File: src/rtl/cpi_pkg.sv
package cpi_pkg;

	localparam int ZW = 32;
	localparam int TW = 17;
	localparam logic [TW-1:0] ONE_T = 17'd65536;

	typedef logic [ZW-1:0] zang_t;

	function automatic zang_t arc_at(input int i);
		zang_t r;
		case (i)
			0: r = 32'h20000000;
			1: r = 32'h12E4051E;
			2: r = 32'h09FB385B;
			3: r = 32'h051111D4;
			4: r = 32'h028B0D43;
			5: r = 32'h0145D7E1;
			6: r = 32'h00A2F61E;
			7: r = 32'h00517C55;
			8: r = 32'h0028BE53;
			9: r = 32'h00145F2F;
			10: r = 32'h000A2F98;
			11: r = 32'h000517CC;
			12: r = 32'h00028BE6;
			13: r = 32'h000145F3;
			14: r = 32'h0000A2FA;
			15: r = 32'h0000517D;
			16: r = 32'h000028BE;
			17: r = 32'h0000145F;
			18: r = 32'h00000A30;
			19: r = 32'h00000518;
			20: r = 32'h0000028C;
			21: r = 32'h00000146;
			22: r = 32'h000000A3;
			23: r = 32'h00000051;
			24: r = 32'h00000029;
			25: r = 32'h00000014;
			26: r = 32'h0000000A;
			27: r = 32'h00000005;
			28: r = 32'h00000003;
			29: r = 32'h00000001;
			30: r = 32'h00000001;
			default: r = 32'h00000000;
		endcase
		return r;
	endfunction

	// floor(2^62 / g) with g = 2^32 * prod(1 + 2^-2i) for n stages, elaboration time only
	function automatic longint gain_q(input int n);
		longint g;
		longint q;
		g = longint'(1) << 32;
		for (int i = 0; i < n; i++) g = g + (g >>> (2 * i));
		q = longint'((64'd1 << 62) / 64'(g));
		return q;
	endfunction

	typedef struct packed {
		logic lin;
		logic [TW-1:0] t;
	} cls_t;

endpackage

File: src/rtl/cpi_front.sv
module cpi_front #(
	parameter int W = 16
) (
	input logic clk,
	input logic arst_n,
	input logic in_v,
	input logic signed [W-1:0] ar,
	input logic signed [W-1:0] ai,
	input logic signed [W-1:0] br,
	input logic signed [W-1:0] bi,
	input logic [16:0] t_in,
	output logic out_v,
	output cpi_pkg::cls_t cls_s1,
	output logic signed [W-1:0] ar_s1,
	output logic signed [W-1:0] ai_s1,
	output logic signed [W-1:0] br_s1,
	output logic signed [W-1:0] bi_s1,
	input logic stall
);
	import cpi_pkg::*;

	logic v_q;
	assign out_v = v_q;

	always_ff @(posedge clk or negedge arst_n) begin
		if (!arst_n) begin
			v_q <= 1'b0;
		end else if (!stall) begin
			v_q <= in_v;
		end
	end

	always_ff @(posedge clk) begin
		if (!stall) begin
			ar_s1 <= ar;
			ai_s1 <= ai;
			br_s1 <= br;
			bi_s1 <= bi;
			cls_s1.t <= (t_in > ONE_T) ? ONE_T : t_in;
			cls_s1.lin <= ((ar == '0) && (ai == '0)) || ((br == '0) && (bi == '0));
		end
	end
endmodule

File: config.mk
export PLATFORM = sky130hd
export DESIGN_NAME = cpi_front
export DESIGN_NICKNAME = d
export VERILOG_FILES = /design/src/rtl/cpi_pkg.sv /design/src/rtl/cpi_front.sv
export SDC_FILE = /design/constraint.sdc
export NUM_CORES = 1
export LEC_CHECK = 0
export BUFFER_PORTS_ARGS = -buffer_cell sky130_fd_sc_hd__buf_2
export CAP_MARGIN = 20
export CORE_UTILIZATION = 46
export DETAILED_ROUTE_END_ITERATION = 10
export PLACE_DENSITY = 0.84
export SLEW_MARGIN = 20
export SYNTH_ARGS = -nofsm -noshare
export SYNTH_HDL_FRONTEND = slang
export SYNTH_SLANG_ARGS = --single-unit
File: constraint.sdc
create_clock -name clk -period 2.1 [get_ports clk]
set_clock_uncertainty 0.1 [all_clocks]
set_input_delay 0.21 -clock clk [delete_from_list [all_inputs] [get_ports clk]]
set_output_delay 0.21 -clock clk [all_outputs]
set_load 0.05 [all_outputs]
==> impl_metrics.json <==
{
  "result_of_the_run": "finished clean",
  "r2r_slack_ns": 1.25,
  "remaining_drc_errors": 0,
  "post-route-util_pct": 78.8,
  "final-instance-count-excl-fill": 453,
  "number_of_global_route_vias_before_repair": 2310,
  "num-fill-cells": 334,
  "postLayoutCellArea_um2": 4660,
  "globalRouteTotalUtil_pct": 25.6,
  "dp_hpwl_um": 4880,
  "row_cnt": 28,
  "cts_repair_resize_count": 0,
  "worst_r2r_path_depth": 1,
  "synthDominantAreaCellType": "edfxtp_1",
  "min_to": "out_v",
  "worst_path_max_delay_cell": "dlygate4sd3_1",
  "cell_internal_pwr_mw": 2.87,
  "sort_of_element_at_the_start_of_the_critical_path": "input pin",
  "final_common_cell": "buf_2",
  "grt-ovfl-total": 0,
  "ys_top_cells_by_area": "edfxtp_1, nor4_1, nor2b_1",
  "avgViaCountPerCell": 4.93,
  "wire_length_of_the_first_global_routing_pass_um": 11700,
  "crit_path_cell_trace": "dlygate4sd3_1, buf_2, nor4_1, nand4_1, o22ai_1",
  "synth_sequential_area_ratio_pct": 87.6,
  "clock_tree.buffer_depth": 2,
  "cts-hold-fix-buffers": 65,
  "initial_utilization_pct": 48.0,
  "antenna_found_initial": 0,
  "setup-tns-final_ns": 0,
  "post_cts_buffers": 0,
  "number_of_violations_reported_at_the_end_of_detailed_routing_iteration_0": 136,
  "maxClockFrequency_ghz": 0.585,
  "crit_required_ns": 2.18,
  "numPlacedInstances": 372,
  "synth_seq_cells": 83,
  "cp_max_fo": 2,
  "peakVddDrop_mv": 0.551,
  "die-area_um2": 6490,
  "mappedNetlistNets": 214,
  "whs_ns": 0.0196,
  "worstSetupEndpointType": "register",
  "tritoncts.num_buffers": 9,
  "finalPower_mw": 4.09,
  "worstHoldPathType": "input pin to register",
  "timing.final.setup_violations": 0,
  "seq_power_share_pct": 48.9,
  "placement.cell_area_um2": 3800,
  "rr_startpoint": "out_v",
  "area.growth.synth_to_final_pct": 64.3,
  "fraction_of_post_synthesis_cell_area_in_the_top_cell_type_by_area_pct": 86.7,
  "power_switching_share_pct": 29.8,
  "num_antenna_cells": 0,
  "gp_congestion": 0.769,
  "syn_area_um2": 2840,
  "synth-warning-count": 0,
  "slew_of_the_pin_with_the_lowest_slew_margin_ns": 0.512,
  "final.period_utilization_pct": 81.3,
  "syn_inst": 129,
  "pwr-share-comb_pct": 21.1,
  "net-switching-power_mw": 1.22,
  "floorplan.die.width_um": 80.6,
  "finalWirelength_um": 8160,
  "dpl_worst_slack_ns": 0.620,
  "chipHeight_um": 80.6,
  "drt_first_pass_iters": 4,
  "finalNetCount": 458,
  "timing.final.ws_setup_ns": 0.392,
  "worst_skew_pair_latency_ns": 0.33,
  "worst-setup-path-type": "input pin to register",
  "cts.reportedPaths.clkPinSlew_ns": 0.08,
  "final_cell_mix": "buf_2, edfxtp_1, dlygate4sd3_1, nor4_1, nor2b_1",
  "grt_start_max_net_pins": 53,
  "power.static_leakage_nw": 1.93,
  "core_area_um2": 5920,
  "synth.distinct_cells": 13,
  "synth_area_per_cell_um2": 22.0,
  "crit-reg2reg-capture": "out_v",
  "cts_tree": "built",
  "cap_viol_max_count": 0,
  "final_max_slew_viol_count": 0,
  "root_buffer": "clkbuf_8",
  "holdCritStartpoint": "in_v",
  "layout-drive-gt1-share_pct": 51.1,
  "detail_route.wl_per_cell_um": 18.0,
  "cts-htree-levels": 3,
  "num_vias": 2235,
  "detail-route-antenna-nets": 0,
  "critPathArrivalTime_ns": 1.79,
  "final_period_minus_worst_setup_slack_ns": 1.71,
  "max_slew_margin_pct": 65.6,
  "power-per-cell-area_nw_per_um2": 878,
  "port-buffer-count": 167,
  "p_clk_share_pct": 30.0,
  "io-pin-count": 168,
  "rsz0062_at_grt": "false",
  "cts_sinks": 83,
  "timing_hold_violations_final": 0,
  "instance_count_along_the_most_critical_hold_path": 2,
  "cp_slowest_stage_delay_ns": 0.55
}
-- metal layers --
metal  vias to the layer above  share of wire [%]  track usage (%)
met1                      1043                 36             27.1
met3                        18                 10             8.41
met5                         -                  0                0
li1                       1019                  -                -
met4                         0                2.5             10.7
met2                       155                 51             46.2
-- sequential cells by signal, indices dropped and copies added (netlist names) --
| signal | cells |
|---|---|
| out_v | 1 |
| ai_s1 | 16 |
| cls_s1 | 18 |
| bi_s1 | 16 |
| br_s1 | 16 |
| ar_s1 | 16 |
-- worst max-delay path, delay by kind of cell --
kind	cells	cell delay, ns
buf+inv	2	0.69
compound gates	1	0.20
simple gates	2	0.69
-- layout make-up --
class | count | area, µm² | area share [%]
inverter | 2 | 11.3 | 0.241
tap | 75 | 93.8 | 2.01
sequential | 83 | 2490 | 53.3
clock inverter | 7 | 92.6 | 1.99
multi-input combinational | 43 | 340 | 7.30
clock buffer | 9 | 124 | 2.66
timing repair buffer | 234 | 1510 | 32.5
-- how the worst max path moves through the flow --
| stage | from | endpoint | slack, ns | depth (start not counted) |
|---|---|---|---|---|
| CTS | bi[4] | cls_s1[17] | 0.56 | 5 |
| global route | br[5] | cls_s1[17] | 0.32 | 5 |
| detailed placement | t_in[0] | cls_s1[9] | 0.62 | 4 |
| floorplan | stall | ai_s1[0] | 0.25 | 1 |
| finish | br[4] | cls_s1[17] | 0.39 | 5 |
| global placement | t_in[0] | cls_s1[12] | 0.74 | 4 |
-- Yosys cell counts --
master	number
nor2b_2	1
inv_1	2
nor4_2	2
nand4_1	4
clkbuf_1	1
o22ai_1	1
mux2_2	1
a41oi_4	1
dfrtp_1	1
edfxtp_1	82
nor4_1	16
nor2b_1	15
nor4_4	2
-- power groups by stage --
| stage | Combinational, mW | Clock (mW) | Sequential [mW] |
|---|---|---|---|
| 5_1_grt | 0.899 | 1.29 | 2.01 |
| 3_3_place_gp | 0.751 | 0 | 2.03 |
| 6_report | 0.865 | 1.23 | 2.00 |
| 3_5_place_dp | 0.760 | 0 | 2.03 |
| 4_1_cts | 0.854 | 1.25 | 2.00 |
| 2_1_floorplan | 0.0493 | 0 | 2.50 |
-- cell families after synthesis --
family	after synthesis	synth area share, %
compound gates	2	1.19
buf+inv	3	0.397
flops	83	87.6
mux	1	0.397
simple gates	40	10.4
Note: power is estimated with default switching activity, not from simulation.
