===== src/rtl/cpi_queue.sv =====
module cpi_queue #(
	parameter int DW = 8,
	parameter int DEPTH = 4
) (
	input logic clk,
	input logic arst_n,
	input logic wr,
	input logic [DW-1:0] wdata,
	input logic rd,
	output logic [DW-1:0] rdata,
	output logic empty,
	output logic [$clog2(DEPTH+1)-1:0] count
);
	localparam int AW = $clog2(DEPTH);
	localparam int NW = $clog2(DEPTH+1);
	logic [DW-1:0] mem [0:DEPTH-1];
	logic [AW-1:0] wp_q, rp_q;
	logic [NW-1:0] mcnt_q;
	logic [DW-1:0] rdata_q;
	logic ov_q;
	logic load, mem_wr, mem_rd;

	// output register holds the head word; memory holds the rest
	assign load = !ov_q || rd;
	assign mem_rd = load && (mcnt_q != '0);
	assign mem_wr = wr && !(load && (mcnt_q == '0));
	assign rdata = rdata_q;
	assign empty = !ov_q;
	assign count = mcnt_q + NW'(ov_q);

	always_ff @(posedge clk) begin
		if (mem_wr) mem[wp_q] <= wdata;
		if (mem_rd) rdata_q <= mem[rp_q];
		else if (load && wr) rdata_q <= wdata;
	end
	always_ff @(posedge clk or negedge arst_n) begin
		if (!arst_n) begin
			wp_q <= '0;
			rp_q <= '0;
			mcnt_q <= '0;
			ov_q <= 1'b0;
		end else begin
			if (load) ov_q <= (mcnt_q != '0) || wr;
			if (mem_wr) wp_q <= (wp_q == AW'(DEPTH - 1)) ? '0 : wp_q + 1'b1;
			if (mem_rd) rp_q <= (rp_q == AW'(DEPTH - 1)) ? '0 : rp_q + 1'b1;
			mcnt_q <= mcnt_q + (mem_wr ? 1'b1 : 1'b0) - (mem_rd ? 1'b1 : 1'b0);
		end
	end
endmodule


===== config.mk =====
export PLATFORM = sky130hd
export DESIGN_NAME = cpi_queue
export DESIGN_NICKNAME = d
export VERILOG_FILES = /design/src/rtl/cpi_queue.sv
export SDC_FILE = /design/constraint.sdc
export NUM_CORES = 1
export LEC_CHECK = 0
export BUFFER_PORTS_ARGS = -buffer_cell sky130_fd_sc_hd__buf_4
export CAP_MARGIN = 20
export CORE_MARGIN = 1
export CORE_UTILIZATION = 45
export DETAILED_ROUTE_END_ITERATION = 10
export PLACE_DENSITY_LB_ADDON = 0.2
export SETUP_SLACK_MARGIN = 0.4
export SYNTH_ARGS = -nofsm -noshare
export SYNTH_HDL_FRONTEND = slang
export SYNTH_SLANG_ARGS = --single-unit

===== constraint.sdc =====
create_clock -name clk -period 5.1 [get_ports clk]
set_input_delay 0.255 -clock clk [delete_from_list [all_inputs] [get_ports clk]]
set_output_delay 0.255 -clock clk [all_outputs]
set_load 0.1 [all_outputs]

==> impl_results.md, run 1 <==
- Final hold vios: 0
- CTS root buf: clkbuf_8
- Clock Skews: 9.582 ps
- Complex-gate fraction of the synthesized area: 0.01703
- CP startpoint: mcnt_q[1]
- RSZ-0062 raised after global routing: false
- Tcrit/Tclk final: 0.4665
- ANT nets after route: 0
- Critical Path Start Type: register
- Ys Warns: 0
- Number of synthesized register bits: 48
- Clk buf depth: 2
- Min-delay src: wdata[6]
- Clk slew on worst S/H paths: 90 ps
- Total CTS buffers: 5
- Starting Density: 0.4692
- Mapped Cells: 104
- CP endpoint: mcnt_q[2]
- Post-Synth Adder-Cell Area: 0.06448
- Most frequent cell after synthesis: edfxtp_1
- DRC Markers: 0
- # nets final: 154
- Distinct cells, synth: 19
- # IOs: 24
- Area Overhead vs Synth: 15.81%
- Yosys top cell area share: 0.5839
- Vias in the first global route: 1,069
- Final Max Slew Viols: 0
- GR Util All Layers: 0.1599
- Xor/xnor share of the synthesized area: 0.01277
- First drt pass iteration count: 4
- Gr ovfl total: 0
- Ys async rst share: 0.1667
- Synth Area in Simple Gates: 0.02798
- Share of cells above drive strength 1: 0.3910
- WL final: 3.321 mm
- Post-DP HPWL: 2.290 mm
- Routed wire per std cell: 17.95 um
- Worst endpoint required time: 5320 ps
- GPL Wtd Cong: 0.6906
- Syn Std Cell Area: 2057 sq um
- Synth area leaders: edfxtp_1, dfrtp_1, mux4_2
- RR Endpoint: mcnt_q[2]
- Mapped Nets: 126
- Min-delay worst type: input pin to register
- CTS tree: yes
- Critical path peak fanout: 7
- Yosys top cell by area: edfxtp_1
- Number of synthesized flops with an enable pin: 40
- FF-to-FF setup slack: 2720 ps
- Avg Inst Size Synth: 19.78 sq um
- Die Area: 4846 sq um
- Main synth FF type: edfxtp_1
- Port Buffers: 23
- Drt initial violations: 85
- Combinational family with the most area after synthesis: multiplexers
- Setup Viol. Count Final: 0
- Vias per Instance: 5.200
- Largest net degree at the start of global routing: 15
- Row Count: 24
- Fmax: 420.3 MHz
- TNS Setup: 0 ps
- Worst Max-Slew Pin Slew: 783.3 ps
- Initial antenna violation count: 0
- Sequential-to-total area share from yosys stat: 0.6813
- CTS resizes: 0
- Ant diodes: 0
- RR Startpoint: mcnt_q[1]
- Die W: 69.61 um
- R2r worst-path depth: 10
- Core Region: 4384 sq um
- Vias: 962
- Slew headroom: 0.4758
- Post-synth top cells: edfxtp_1, ha_1, mux2_4
- Arr. time, crit path: 2600 ps
- Chip Height: 69.61 um
- Hold-fix buffers, CTS: 1
- Clock H-tree levels: 2
- Minimum clock period after layout: 2379 ps
- Clock sink total: 48
- Max Cap Violations: 0
- Clock Latency Late Sink: 300 ps
- Multiplexer share of the synthesized area: 0.1697
- Global-route wire length before repair: 5.547 mm
- Run status: finished clean
- Postcts setup bufs: 0
- Crit path kind: register to register
- Critical path endpoint category: register
## layer usage
layer,GRT usage,routed length [um],share of wire,up-vias
met5,0,0,0,-
met3,0.03488,92,0.028,8
met4,0.08667,82,0.025,0
met1,0.1994,1484,0.45,490
met2,0.2611,1661,0.50,17
li1,-,-,-,447
## critical path, stage by stage, from the launching register on
cell and delay [ps]:
dfrtp_1 440, or3_4 410, o21a_4 250, inv_1 70
ha_1 220, inv_1 50, ha_1 120, inv_1 50
fa_1 380, xnor2_1 180, xnor2_1 140
## final cells by class
| cell class | count | area [sq um] |
|---|---|---|
| fillers | 351 | 2002 |
| flip-flops and latches | 48 | 1401 |
| multi-input cells | 46 | 600.6 |
| repair buffers | 24 | 182.7 |
| clock inverters | 3 | 37.54 |
| inverters | 7 | 26.28 |
| well taps | 52 | 65.06 |
| clock buffers | 5 | 68.82 |
## kinds of logic (layout without fill, tap and decap cells)
group,after synthesis,count (layout)
buffers and inverters,10,39
multiplexers,20,20
XOR/XNOR,3,3
AO/OA/AOI/OAI,3,3
flip-flops,48,48
AND/OR/NAND/NOR,10,10
adder cells (fa/ha/maj),10,10
## worst min-delay path by stage
stage                 to  slack [ps]  cells after the start
2_1_floorplan  mcnt_q[0]         -40                      0
3_3_place_gp     wp_q[0]          80                      1
3_5_place_dp     wp_q[1]          80                      1
4_1_cts        mem[0][6]         150                      1
5_1_grt        mem[2][2]         150                      1
6_report       mem[3][6]         160                      1
## stage by stage
stage	cell area, sq um	setup slack [ps]	hold slack (ps)	util	instances
detailed placement	2266	2751	84.04	0.5168	176
CTS	2382	2690	153.8	0.5434	185
finish	2382	2721	160.9	0.5434	185
global placement	2266	2793	81.75	0.5168	176
floorplan	2057	2560	-40.59	-	104
global route	2382	2554	154.3	0.5434	185
## sequential cells by signal, indices dropped and copies added, names as in the netlist
name and cells:
rdata 8, mcnt_q 3, wp_q 2, mem 32, ov_q 1, rp_q 2
## placed cells by master, fill, tap and decap left out, types with 3 or more instances in the layout
cell type  netlist  layout
edfxtp_1        40      40
buf_4            0      23
mux2_4           9       9
ha_1             9       9
mux4_2           8       8
dfrtp_1          8       8
inv_1            7       7
clkbuf_8         0       5
and2_1           4       4
nor2_1           4       4
mux2_2           3       3
Power of run 1 is left out: the tool's default activity adds up to more than one toggle a clock period on the data nets, which glitch-free logic cannot reach.
==> inputs of run 2 (changes only) <==
==> constraint.sdc (replaced) <==
create_clock -name clk -period 2.32 [get_ports clk]
set_input_delay 0.116 -clock clk [delete_from_list [all_inputs] [get_ports clk]]
set_output_delay 0.116 -clock clk [all_outputs]
set_load 0.1 [all_outputs]
==> run 2 against run 1 <==
Net effect: sequential share of layout area shrank 1.8 points; global-route usage about the same; worst hold slack got worse by 140 ps; clock skew shrank 7.0 ps; first-iteration DRC count down 46%; setup slack got worse by 2600 ps; die area unchanged; core utilization is 1.7 points higher; critical path depth unchanged.
==> impl_results.md, run 2 (synthesis gave the netlist of run 1 again) <==
- Chip Height: 69.61 um
- Die Area: 4846 sq um
- RR Startpoint: mcnt_q[2]
- Worst endpoint required time: 2510 ps
- Max Cap Violations: 0
- GR Util All Layers: 0.1603
- Ant diodes: 0
- Critical path endpoint category: register
- Hold path cells: 1
- Initial antenna violation count: 0
- Min-delay worst type: input pin to register
- Global-route wire length before repair: 5.595 mm
- Max stage delay on crit path: 400 ps
- Worst Hold End: mem[3][4]
- Drt initial violations: 46
- Clock sink total: 48
- Die W: 69.61 um
- Commonest non-fill, non-tap cell in the layout: edfxtp_1
- Minimum clock period after layout: 2181 ps
- # nets final: 160
- Row Count: 24
- Fill count: 338
- Worst path buffer plus inverter count: 3
- Fmax: 458.5 MHz
- Share of cells above drive strength 1: 0.5108
- Clock Skews: 2.566 ps
- Gr ovfl total: 0
- Clock Latency Late Sink: 300 ps
- Crit path kind: register to register
- RSZ-0062 raised after global routing: true
- GPL Wtd Cong: 0.7254
- CTS root buf: clkbuf_8
- CTS tree: yes
- Starting Density: 0.4692
- Setup Viol. Count Final: 0
- Cell family with most CP delay: adder cells
- Largest net degree at the start of global routing: 16
- Port Buffers: 23
- First drt pass iteration count: 4
- Arr. time, crit path: 2370 ps
- Largest Register: mem
- Clk slew on worst S/H paths: 90 ps
- Cell chain of the critical path: or3_4 > o21a_4 > inv_4 > ha_4 > inv_2 > ha_4 > inv_2 > fa_2 > xnor2_2 > xnor2_1
- Tcrit/Tclk final: 0.9400
- Run status: finished clean
- Critical path peak fanout: 3
- Post-DP HPWL: 2.328 mm
- # IOs: 24
- FF-to-FF setup slack: 140 ps
- R2r worst-path depth: 10
- Most frequent cells in the layout: edfxtp_1, buf_4, mux2_4
- Worst Max-Slew Pin Slew: 485.3 ps
- Vias in the first global route: 1,090
- Slowest CP cell: or3_4
- Final Max Slew Viols: 0
- Max reg flops: 32
- Final hold vios: 0
- Routed wire per std cell: 17.94 um
- Slew headroom: 0.6764
- Vias per Instance: 5.099
- Area Overhead vs Synth: 19.53%
- Final Hold Slack: 22.75 ps
- DRC Markers: 0
- WL final: 3.427 mm
- Vias: 974
- Clock H-tree levels: 2
- Critical Path Start Type: register
- Clk buf depth: 2
- Min-delay src: wdata[4]
- Total CTS buffers: 5
- RR Endpoint: mcnt_q[2]
- ANT nets after route: 0
- Core Region: 4384 sq um
-- run 2: cell count changes in the layout (fill, tap and decap cells not counted), sizes merged --
cell / before / now
inv: 7 / 6
buf: 23 / 29
bufinv: 1 / 0
clkinvlp: 0 / 1
clkinv: 2 / 3
-- run 2: what timing repair did --
action | in CTS | in global routing
setup endpoints to repair | 2 | 10
pin swaps | 4 | 0
endpoints found under the hold margin | 8 | 0
resized for setup | 2 | 2
hold buffers | 1 | 0
buffers inserted | 1 | 0
-- run 2: metrics by stage --
step | std cells | TNS (ps) | instance area, sq um | worst slack (ps) | utilization
6_report | 191 | 0 | 2459 | 139.1 | 0.5608
5_1_grt | 191 | 0 | 2459 | 60.42 | 0.5608
4_1_cts | 191 | 0 | 2455 | 119.9 | 0.5599
3_5_place_dp | 181 | 0 | 2350 | 24.50 | 0.5360
3_3_place_gp | 181 | 0 | 2350 | 80.10 | 0.5360
2_1_floorplan | 104 | -266.2 | 2103 | -176.6 | -
-- run 2: worst max path at each step --
stage               from         to  cells after the start
3_3_place_gp   mcnt_q[2]  mcnt_q[2]                     10
4_1_cts        mcnt_q[2]  mcnt_q[2]                     10
5_1_grt        mcnt_q[2]  mcnt_q[2]                     10
3_5_place_dp   mcnt_q[2]  mcnt_q[2]                     10
6_report       mcnt_q[2]  mcnt_q[2]                     10
2_1_floorplan       ov_q  mcnt_q[2]                     10
-- run 2: worst reg2reg max path, stage by stage (launching register included) --
cell and delay [ps]:
dfrtp_1 380, or3_4 410, o21a_4 220, inv_4 50
ha_4 190, inv_2 60, ha_4 120, inv_2 30
fa_2 350, xnor2_2 150, xnor2_1 120
-- run 2: layout make-up --
class	count	area, sq um	area share
timing repair buffer	30	227.7	0.09262
tap	52	65.06	0.02646
inverter	7	32.53	0.01323
clock inverter	3	18.77	0.007634
multi-input combinational	46	643.1	0.2616
sequential	48	1403	0.5705
clock buffer	5	68.82	0.02799
-- run 2: metal layers --
metal,wire length [um],vias to the layer above,GRT usage
met1,1442,491,0.1857
met5,0,-,0
met4,65,0,0.07333
met2,1808,18,0.2718
met3,109,7,0.05087
li1,-,458,-
Power of run 2 is left out for the same reason.
==> inputs of run 3 (changes only) <==
--- a/config.mk
+++ b/config.mk
@@ -11,7 +11,9 @@
 export CORE_UTILIZATION = 45
 export DETAILED_ROUTE_END_ITERATION = 10
 export PLACE_DENSITY_LB_ADDON = 0.2
-export SETUP_SLACK_MARGIN = 0.4
+export SETUP_SLACK_MARGIN = 0.3
+export SKIP_CTS_REPAIR_TIMING = 1
+export SLEW_MARGIN = 20
 export SYNTH_ARGS = -nofsm -noshare
 export SYNTH_HDL_FRONTEND = slang
 export SYNTH_SLANG_ARGS = --single-unit
==> run 3 against run 2 <==
Net effect: routed wire length up 0.93%; die area unchanged; cell count up 0.52%.
==> impl_results.md, run 3 (synthesis gave the netlist of run 1 again) <==
- ANT nets after route: 0
- Row Count: 24
- Critical path endpoint category: register
- Die W: 69.61 um
- Clk slew on worst S/H paths: 90 ps
- Starting Density: 0.4692
- Chip Height: 69.61 um
- FF-to-FF setup slack: 100 ps
- Port Buffers: 23
- First drt pass iteration count: 4
- Dpl ws: 24.50 ps
- Vias in the first global route: 1,077
- Cell Count Post-Placement: 181
- Worst Max-Slew Pin Slew: 653.3 ps
- Share of cells above drive strength 1: 0.5071
- Total CTS buffers: 5
- Slew headroom: 0.5645
- Final Hold Slack: 23.69 ps
- Vias: 981
- # nets final: 161
- CTS root buf: clkbuf_8
- Worst endpoint required time: 2510 ps
- DRC Markers: 0
- Clock sink total: 48
- Gr ovfl total: 0
- Largest Register: mem
- Critical Path Start Type: register
- WL final: 3.459 mm
- Setup Viol. Count Final: 0
- Commonest non-fill, non-tap cell in the layout: edfxtp_1
- Minimum clock period after layout: 2219 ps
- Arr. time, crit path: 2410 ps
- Routed wire per std cell: 18.02 um
- Area Overhead vs Synth: 19.95%
- Drt initial violations: 57
- Core Region: 4384 sq um
- Post-DP HPWL: 2.328 mm
- # IOs: 24
- Tcrit/Tclk final: 0.9567
- Die Area: 4846 sq um
- Clock Skews: 3.452 ps
- Most frequent cells in the layout: edfxtp_1, buf_4, mux2_4
- Global-route wire length before repair: 5.526 mm
- Final Max Slew Viols: 0
- Clock Latency Late Sink: 300 ps
- Ant diodes: 0
- Vias per Instance: 5.109
- Non-Filler Instances: 192
- Initial antenna violation count: 0
- Final setup margin: 100.5 ps
- Max reg flops: 32
- GR Util All Layers: 0.1588
- CTS tree: yes
- Crit path kind: register to register
- Run status: finished clean
- Fmax: 450.6 MHz
- Largest net degree at the start of global routing: 16
- Final hold vios: 0
- Clk buf depth: 2
- Min-delay worst type: input pin to register
- GPL Wtd Cong: 0.7254
- RSZ-0062 raised after global routing: true
- Critical path peak fanout: 4
- Max Cap Violations: 0
- Clock H-tree levels: 2
==> run 3: cell types whose count changed in the layout (fill, tap and decap cells not counted) <==
cell / change
buf_4: +1
dfrtp_1: +1
dfrtp_2: -1
inv_2: -1
inv_4: +1
==> run 3: path summary, 6_finish.rpt <==
check	from	to	cells past startpoint
max in group asynchronous	arst_n	rp_q[0]	2
hold / removal	wdata[6]	mem[0][6]	1
min in group asynchronous	arst_n	mcnt_q[0]	2
hold reg to reg	mcnt_q[2]	mcnt_q[2]	2
setup reg to reg	mcnt_q[0]	mcnt_q[2]	10
setup / recovery	mcnt_q[0]	mcnt_q[2]	10
==> run 3: critical path: stages (launching register included) <==
cell and delay [ps]:
dfrtp_1 400, or3_4 410, o21a_4 230, inv_4 50, ha_4 190, inv_4 50
ha_4 120, inv_2 30, fa_2 350, xnor2_2 150, xnor2_1 120
==> run 3: area by class of cell <==
cell class,count,area (sq um)
inverter,7,35.03
clock buffer,5,68.82
timing repair buffer,31,235.2
fill,338,1917
multi-input combinational,46,643.1
clock inverter,3,18.77
tap,52,65.06
sequential,48,1401
==> run 3: metal layers <==
layer | vias to the layer above | share of wire | track usage
li1 | 459 | - | -
met1 | 497 | 0.42 | 0.1817
met2 | 18 | 0.53 | 0.2708
met3 | 7 | 0.032 | 0.05087
met4 | 0 | 0.019 | 0.07333
met5 | - | 0 | 0
==> run 3: metrics by stage <==
stage	TNS [ps]	utilization	cell area, sq um
2_1_floorplan	-266.2	-	2103
6_report	0	0.5628	2467
4_1_cts	-0.8407	0.5559	2437
3_5_place_dp	0	0.5360	2350
3_3_place_gp	0	0.5360	2350
5_1_grt	0	0.5628	2467
Power of run 3 is left out for the same reason.
